File: config.mk
export PLATFORM = sky130hd
export DESIGN_NAME = line_follow_steering_fsm
export DESIGN_NICKNAME = d
export VERILOG_FILES = /design/src/rtl/core/lfs_pkg.sv /design/src/rtl/core/line_follow_steering_fsm.sv /design/src/rtl/core/lfs_next_state.sv /design/src/rtl/core/lfs_drive_decode.sv
export SDC_FILE = /design/constraint.sdc
export NUM_CORES = 1
export LEC_CHECK = 0
export BUFFER_PORTS_ARGS = -buffer_cell sky130_fd_sc_hd__buf_2
export CAP_MARGIN = 20
export CORE_MARGIN = 3
export CORE_UTILIZATION = 60
export DETAILED_ROUTE_END_ITERATION = 7
export PLACE_DENSITY = 0.79
export SYNTH_ARGS = -nofsm -noshare
export SYNTH_HDL_FRONTEND = slang
export SYNTH_HIERARCHICAL = 1
export SYNTH_SLANG_ARGS = --single-unit
File: constraint.sdc
create_clock -name clk -period 29.1 [get_ports clk]
set_input_delay 1.455 -clock clk [delete_from_list [all_inputs] [get_ports clk]]
set_output_delay 1.455 -clock clk [all_outputs]
set_load 0.005 [all_outputs]
File: src/rtl/core/lfs_pkg.sv
package lfs_pkg;

    localparam int unsigned POS_W   = 13;
    localparam int unsigned THR_W   = 12;
    localparam int unsigned SPEED_W = 12;
    localparam int unsigned GAIN_W  = 8;
    localparam int unsigned DUTY_W  = 16;
    localparam int unsigned HOLD_W  = 9;
    localparam int unsigned CFG_A_W = 3;
    localparam int unsigned CFG_D_W = 12;

    localparam logic signed [POS_W-1:0] LOST_CODE   = 13'sd1000;
    localparam logic [SPEED_W-1:0]      SLOW_DELTA  = 12'd10;
    localparam logic [HOLD_W-1:0]       SHARP_HOLD  = 9'd400;
    localparam logic [HOLD_W-1:0]       RECENT_HOLD = 9'd200;
    localparam logic [DUTY_W-1:0]       DUTY_MAX    = 16'hFFFF;

    localparam logic [CFG_A_W-1:0] REG_TURN_THR  = 3'd0;
    localparam logic [CFG_A_W-1:0] REG_HARD_THR  = 3'd1;
    localparam logic [CFG_A_W-1:0] REG_SHARP_THR = 3'd2;
    localparam logic [CFG_A_W-1:0] REG_BASE_SPD  = 3'd3;
    localparam logic [CFG_A_W-1:0] REG_GAIN      = 3'd4;

    typedef enum logic [3:0] {
        ST_CENTERED    = 4'd0,
        ST_RIGHT       = 4'd1,
        ST_HARD_RIGHT  = 4'd2,
        ST_SHARP_RIGHT = 4'd3,
        ST_LEFT        = 4'd4,
        ST_HARD_LEFT   = 4'd5,
        ST_SHARP_LEFT  = 4'd6,
        ST_RECENTERED  = 4'd7,
        ST_LOST        = 4'd8
    } drive_state_t;

    typedef struct packed {
        logic                left_reverse;
        logic                right_reverse;
        logic [DUTY_W-1:0]   left_duty;
        logic [DUTY_W-1:0]   right_duty;
        logic                led_left;
        logic                led_right;
        logic                led_back;
        logic [HOLD_W-1:0]   hold_ms;
    } drive_out_t;

endpackage

File: src/rtl/core/line_follow_steering_fsm.sv
// Line-follower steering controller. Each input beat carries one signed line
// position; each output beat carries the new steering state with its wheel
// directions, saturated wheel duties, lamps and hold time. The block is a
// two-stage pipeline (input register, then state update and result register)
// that takes a new beat every cycle unless out_ready stalls the output. The
// steering state advances in the second stage, which keeps back-to-back
// beats exact. Registers are to be written through the cfg port only while no
// beat is in flight; the user must keep to this, as the block does not enforce it.
module line_follow_steering_fsm
    import lfs_pkg::*;
(
    input  logic                     clk,
    input  logic                     rst_n,

    input  logic                     cfg_wr_en,
    input  logic [CFG_A_W-1:0]       cfg_addr,
    input  logic [CFG_D_W-1:0]       cfg_wdata,

    input  logic                     in_valid,
    output logic                     in_ready,
    input  logic signed [POS_W-1:0]  line_position,

    output logic                     out_valid,
    input  logic                     out_ready,
    output logic [3:0]               drive_state,
    output logic                     left_reverse,
    output logic                     right_reverse,
    output logic [DUTY_W-1:0]        left_duty,
    output logic [DUTY_W-1:0]        right_duty,
    output logic                     led_left,
    output logic                     led_right,
    output logic                     led_back,
    output logic [HOLD_W-1:0]        hold_ms
);

    logic [THR_W-1:0]         turn_thr_reg;
    logic [THR_W-1:0]         hard_thr_reg;
    logic [THR_W-1:0]         sharp_thr_reg;
    logic [SPEED_W-1:0]       base_speed_reg;
    logic [GAIN_W-1:0]        gain_reg;

    logic                     s1_valid_reg;
    logic signed [POS_W-1:0]  s1_pos_reg;
    logic                     out_valid_reg;
    drive_state_t             state_reg;
    drive_state_t             state_next;
    drive_out_t               drive_reg;
    drive_out_t               drive_next;

    logic                     s2_adv;

    always_ff @(posedge clk or negedge rst_n)
    begin
        if (!rst_n)
        begin
            turn_thr_reg   <= 12'd48;
            hard_thr_reg   <= 12'd200;
            sharp_thr_reg  <= 12'd600;
            base_speed_reg <= 12'd30;
            gain_reg       <= 8'd1;
        end
        else if (cfg_wr_en)
        begin
            unique case (cfg_addr)
                REG_TURN_THR:  turn_thr_reg   <= cfg_wdata[THR_W-1:0];
                REG_HARD_THR:  hard_thr_reg   <= cfg_wdata[THR_W-1:0];
                REG_SHARP_THR: sharp_thr_reg  <= cfg_wdata[THR_W-1:0];
                REG_BASE_SPD:  base_speed_reg <= cfg_wdata[SPEED_W-1:0];
                REG_GAIN:      gain_reg       <= cfg_wdata[GAIN_W-1:0];
                default:       ;
            endcase
        end
    end

    assign s2_adv   = s1_valid_reg && (!out_valid_reg || out_ready);
    assign in_ready = !s1_valid_reg || s2_adv;

    always_ff @(posedge clk or negedge rst_n)
    begin
        if (!rst_n)
        begin
            s1_valid_reg <= 1'b0;
        end
        else if (in_ready)
        begin
            s1_valid_reg <= in_valid;
        end
    end

    always_ff @(posedge clk)
    begin
        if (in_valid && in_ready)
        begin
            s1_pos_reg <= line_position;
        end
    end

    lfs_next_state u_next_state (
        .cur_state     (state_reg),
        .line_position (s1_pos_reg),
        .band_thr      (turn_thr_reg),
        .hard_thr      (hard_thr_reg),
        .sharp_thr     (sharp_thr_reg),
        .next_state    (state_next)
    );

    lfs_drive_decode u_drive_decode (
        .drive_state (state_next),
        .base_speed  (base_speed_reg),
        .speed_gain  (gain_reg),
        .drive       (drive_next)
    );

    always_ff @(posedge clk or negedge rst_n)
    begin
        if (!rst_n)
        begin
            state_reg     <= ST_CENTERED;
            out_valid_reg <= 1'b0;
        end
        else
        begin
            if (s2_adv)
            begin
                state_reg <= state_next;
            end
            if (!out_valid_reg || out_ready)
            begin
                out_valid_reg <= s1_valid_reg;
            end
        end
    end

    always_ff @(posedge clk)
    begin
        if (s2_adv)
        begin
            drive_reg <= drive_next;
        end
    end

    assign out_valid     = out_valid_reg;
    assign drive_state   = state_reg;
    assign left_reverse  = drive_reg.left_reverse;
    assign right_reverse = drive_reg.right_reverse;
    assign left_duty     = drive_reg.left_duty;
    assign right_duty    = drive_reg.right_duty;
    assign led_left      = drive_reg.led_left;
    assign led_right     = drive_reg.led_right;
    assign led_back      = drive_reg.led_back;
    assign hold_ms       = drive_reg.hold_ms;

endmodule

File: src/rtl/core/lfs_next_state.sv
module lfs_next_state
    import lfs_pkg::*;
(
    input  drive_state_t                cur_state,
    input  logic signed [POS_W-1:0]     line_position,
    input  logic [THR_W-1:0]            band_thr,
    input  logic [THR_W-1:0]            hard_thr,
    input  logic [THR_W-1:0]            sharp_thr,
    output drive_state_t                next_state
);

    logic signed [POS_W:0] pos;
    logic signed [POS_W:0] t_pos;
    logic signed [POS_W:0] h_pos;
    logic signed [POS_W:0] s_pos;
    logic                  full;
    logic                  centered;

    assign pos   = {line_position[POS_W-1], line_position};
    assign t_pos = $signed({2'b00, band_thr});
    assign h_pos = $signed({2'b00, hard_thr});
    assign s_pos = $signed({2'b00, sharp_thr});

    assign full = (cur_state == ST_CENTERED) || (cur_state == ST_RIGHT)
               || (cur_state == ST_LEFT);
    assign centered = (pos >= -t_pos) && (pos <= t_pos);

    always_comb
    begin
        priority if (centered)
        begin
            next_state = ST_CENTERED;
        end
        else if (cur_state > ST_RECENTERED)
        begin
            next_state = ST_LOST;
        end
        else if (line_position == LOST_CODE)
        begin
            unique case (cur_state)
                ST_RIGHT:       next_state = ST_HARD_RIGHT;
                ST_HARD_RIGHT:  next_state = ST_SHARP_RIGHT;
                ST_SHARP_RIGHT: next_state = ST_RECENTERED;
                ST_LEFT:        next_state = ST_HARD_LEFT;
                ST_HARD_LEFT:   next_state = ST_SHARP_LEFT;
                ST_SHARP_LEFT:  next_state = ST_RECENTERED;
                default:        next_state = ST_LOST;
            endcase
        end
        else if (pos > t_pos)
        begin
            priority if (pos <= h_pos)
            begin
                next_state = ST_RIGHT;
            end
            else if (!full || (pos <= s_pos))
            begin
                next_state = ST_HARD_RIGHT;
            end
            else
            begin
                next_state = ST_SHARP_RIGHT;
            end
        end
        else
        begin
            priority if (pos >= -h_pos)
            begin
                next_state = ST_LEFT;
            end
            else if (!full || (pos >= -s_pos))
            begin
                next_state = ST_HARD_LEFT;
            end
            else
            begin
                next_state = ST_SHARP_LEFT;
            end
        end
    end

endmodule

File: src/rtl/core/lfs_drive_decode.sv
module lfs_drive_decode
    import lfs_pkg::*;
(
    input  drive_state_t          drive_state,
    input  logic [SPEED_W-1:0]    base_speed,
    input  logic [GAIN_W-1:0]     speed_gain,
    output drive_out_t            drive
);

    localparam int unsigned PROD_W = SPEED_W + GAIN_W;

    logic [SPEED_W-1:0] slow;
    logic [SPEED_W-1:0] half;
    logic [SPEED_W-1:0] lspd;
    logic [SPEED_W-1:0] rspd;
    logic [PROD_W-1:0]  lprod;
    logic [PROD_W-1:0]  rprod;
    logic [DUTY_W-1:0]  lduty;
    logic [DUTY_W-1:0]  rduty;
    logic               lrev;
    logic               rrev;
    logic               lled;
    logic               rled;
    logic               bled;
    logic [HOLD_W-1:0]  hold;

    assign slow = (base_speed > SLOW_DELTA) ? (base_speed - SLOW_DELTA) : '0;
    assign half = base_speed >> 1;

    always_comb
    begin
        lspd = base_speed;
        rspd = base_speed;
        lrev = 1'b0;
        rrev = 1'b0;
        lled = 1'b0;
        rled = 1'b0;
        bled = 1'b0;
        hold = '0;
        unique case (drive_state)
            ST_CENTERED:
            begin
                lled = 1'b1;
                rled = 1'b1;
            end
            ST_RIGHT:
            begin
                rspd = slow;
                rled = 1'b1;
            end
            ST_HARD_RIGHT:
            begin
                rspd = half;
                rrev = 1'b1;
                rled = 1'b1;
            end
            ST_SHARP_RIGHT:
            begin
                rrev = 1'b1;
                rled = 1'b1;
                hold = SHARP_HOLD;
            end
            ST_LEFT:
            begin
                lspd = slow;
                lled = 1'b1;
            end
            ST_HARD_LEFT:
            begin
                lspd = half;
                lrev = 1'b1;
                lled = 1'b1;
            end
            ST_SHARP_LEFT:
            begin
                lrev = 1'b1;
                lled = 1'b1;
                hold = SHARP_HOLD;
            end
            ST_RECENTERED:
            begin
                lled = 1'b1;
                rled = 1'b1;
                hold = RECENT_HOLD;
            end
            default:
            begin
                lspd = '0;
                rspd = '0;
                bled = 1'b1;
            end
        endcase
    end

    assign lprod = PROD_W'(lspd) * PROD_W'(speed_gain);
    assign rprod = PROD_W'(rspd) * PROD_W'(speed_gain);

    assign lduty = (lprod > PROD_W'(DUTY_MAX)) ? DUTY_MAX : lprod[DUTY_W-1:0];
    assign rduty = (rprod > PROD_W'(DUTY_MAX)) ? DUTY_MAX : rprod[DUTY_W-1:0];

    assign drive = {lrev, rrev, lduty, rduty, lled, rled, bled, hold};

endmodule

==> qor.txt <==
cell family with most CP delay - compound AO/OA/AOI/OAI gates
die width - 160.2 um
Synth Area in Compound Gates - 10.55%
Commonest cells post-synth - inv_1 (211), ha_1 (159), fa_1 (120)
Layout Cells excl Fill - 1881
EDFF count, synth - 59
die area - 0.02565 mm^2
CTS buffer count - 17
max-slew violation count - 0
Critical Path RT - 29.22 ns
Post-CTS Hold Fix Bufs - 0
top cell type's share of synthesized area - 16.85%
Yosys top cell by area - fa_1
vias - 11209
largest net degree at the start of global routing - 63
Worst-Margin Slew - 1.226 ns
number of core rows - 55
multiplexer area fraction after synthesis - 4.888%
synthesis warning total - 6
Die H - 160.2 um
WP buf/inv - 3
post-CTS sizing - 0
Post-Route WL - 33700 um
clock-pin slew on the worst setup and hold paths - 0.07 ns
final count of hold timing violations - 0
first-pass GRT wire length - 56520 um
remaining antenna violation count - 0
status - complete, no violations
initial DRC count - 858
core area - 0.02298 mm^2
max-cap violations - 0
gp weighted congestion - 0.9078
clock sink count - 121
Fin Clk Skew - 0.02230 ns
post-CTS setup buffers - 0
crit start category - flip-flop
Synth Area in Adders - 30.80%
Netlist cell types - 81
CP peak stage delay - 0.95 ns
Area after DPL - 0.01484 mm^2
drt drc - 0
most used cell, CP - fa_1
Critical Path End Type - flip-flop
RSZ-0062 raised after global routing - no
asr flop ratio synth - 51.24%
maximum clock insertion buffer count - 2
1st-pass router iterations - 5
I/O pins - 85
fin crit period - 11.09 ns
FMAX - 0.09021 GHz
Fin Setup TNS - 0 ns
Synth Cell Area - 0.01426 mm^2
Synth Instances - 1501
estimated wirelength of the detail-placed design - 25140 um
Root Driver - clkbuf_16
Avg Cell Area, Syn - 9.499 um^2
Post-Synth Simple-Gate Area - 19.16%
worst skew pair latency - 0.44 ns
fillers - 1818
n_diodes - 0
share of layout cells above drive strength 1 - 14.22%
largest family of logic cells by synthesized area - adder cells
DR vias/cell - 5.959
register area share after synthesis - 23.43%
period utilization - 38.09%
number of global-route vias before repair - 11402
Min-Delay Path Class - flip-flop to flip-flop
crit-path max FO - 16
crit path max-delay cell type - a32oi_1
Placed Instances - 1848
routed len/inst - 17.92 um
initial antenna violation count - 0
H-tree depth - 4
Post-Synth XOR/XNOR Area - 3.501%
Initial Utilization - 62.04%
Arr. time, crit path - 11.20 ns
Synth Register Bits - 121
global route overflow - 0
CTS tree - yes
post-route design area - 0.01544 mm^2
Area Growth Syn to Fin - 8.284%
fin nets - 1867
PortBufs - 84
Finish-stage setup viols - 0
top post-synthesis cells by area - fa_1 (17%), ha_1 (14%), edfxtp_1 (12%), dfrtp_1 (8.4%), inv_1 (5.6%)
Top FF cell, synth - edfxtp_1
Total GRT Usage - 26.93%
Setup CP Type - flip-flop to flip-flop
slew margin rel. - 18.25%
most common cell in the netlist - inv_1
==> area by class of cell <==
cell class	count	area, um^2	share of cell area (%)
Clock buffer	19	452.9	2.934
Clock inverter	13	142.6	0.9238
Inverter	211	792.0	5.130
Multi-Input combinational cell	1112	9839	63.73
Sequential cell	121	3341	21.64
Tap cell	313	391.6	2.536
Timing Repair Buffer	92	480.5	3.112
==> routing by layer <==
layer | vias up | track usage (%) | share of wire (%)
li1 | 5225 | - | -
met1 | 5499 | 35.37 | 42
met2 | 415 | 45.34 | 49
met3 | 70 | 4.099 | 6.1
met4 | 0 | 9.941 | 2.7
met5 | - | 0 | 0
==> per-stage QoR <==
stage,hold WS [ns],worst slack (ns),utilization (%)
after floorplan,0.4572,19.67,-
after global placement,0.4699,18.61,64.49
after detailed placement,0.4848,18.26,64.55
after CTS,0.5049,18.25,67.14
after global routing,0.5249,17.21,67.17
final,0.5041,18.01,67.17
==> cell families (layout without fill, tap and decap cells) <==
| logic type | after synthesis | count (layout) |
|---|---|---|
| DFF | 121 | 121 |
| other | 1 | 4 |
| AOI/OAI and AO/OA | 223 | 223 |
| xor gates and xnor gates | 57 | 57 |
| buffers and inverters | 271 | 335 |
| adders and majority gates | 279 | 279 |
| muxes | 62 | 62 |
| and+or+nand+nor | 487 | 487 |
==> worst register-to-register path, delay by kind of cell, from the launching register on <==
| family | cells | cell delay (ns) |
|---|---|---|
| AOI/OAI and AO/OA | 12 | 4.53 |
| buffers and inverters | 3 | 0.28 |
| adders and majority gates | 6 | 2.70 |
| and+or+nand+nor | 10 | 2.88 |
| DFF | 1 | 0.43 |
==> worst paths after layout <==
path                                        startpoint                      endpoint  slack [ns]  cells past startpoint
min in group asynchronous                        rst_n  sharp_thr_reg[2]$_DFFE_PN0P_        1.20                      2
setup / recovery           hard_thr_reg[2]$_DFFE_PN0P_       right_duty[8]$_DFFE_PP_       18.01                     31
setup reg to reg           hard_thr_reg[2]$_DFFE_PN0P_       right_duty[8]$_DFFE_PP_       18.01                     31
max in group asynchronous                        rst_n   turn_thr_reg[9]$_DFFE_PN0P_       27.35                      2
hold reg to reg               s1_valid_reg$_DFFE_PN0P_         out_valid$_DFFE_PN0P_        0.50                      1
hold / removal                s1_valid_reg$_DFFE_PN0P_         out_valid$_DFFE_PN0P_        0.50                      1
==> placed cells by master (no fill, tap or decap), drive strengths merged, types with 7 or more instances in the layout <==
cell / Yosys / layout
a211oi: 16 / 16
a21o: 19 / 19
a21oi: 61 / 61
a22oi: 8 / 8
and2: 109 / 109
and3: 7 / 7
buf: 20 / 92
clkbuf: 40 / 19
dfrtp: 48 / 48
dfstp: 14 / 14
edfxtp: 59 / 59
fa: 120 / 120
ha: 159 / 159
inv: 211 / 214
mux2: 61 / 61
nand2: 93 / 93
nand2b: 24 / 24
nand3: 35 / 35
nand4: 28 / 28
nand4b: 8 / 8
nor2: 56 / 56
nor2b: 40 / 40
nor3: 35 / 35
nor4: 10 / 10
o211ai: 14 / 14
o21ai: 47 / 47
or2: 7 / 7
xnor2: 39 / 39
xor2: 18 / 18
Power is left out: the tool's default activity adds up to more than one toggle a clock period on the data nets, which glitch-free logic cannot reach.
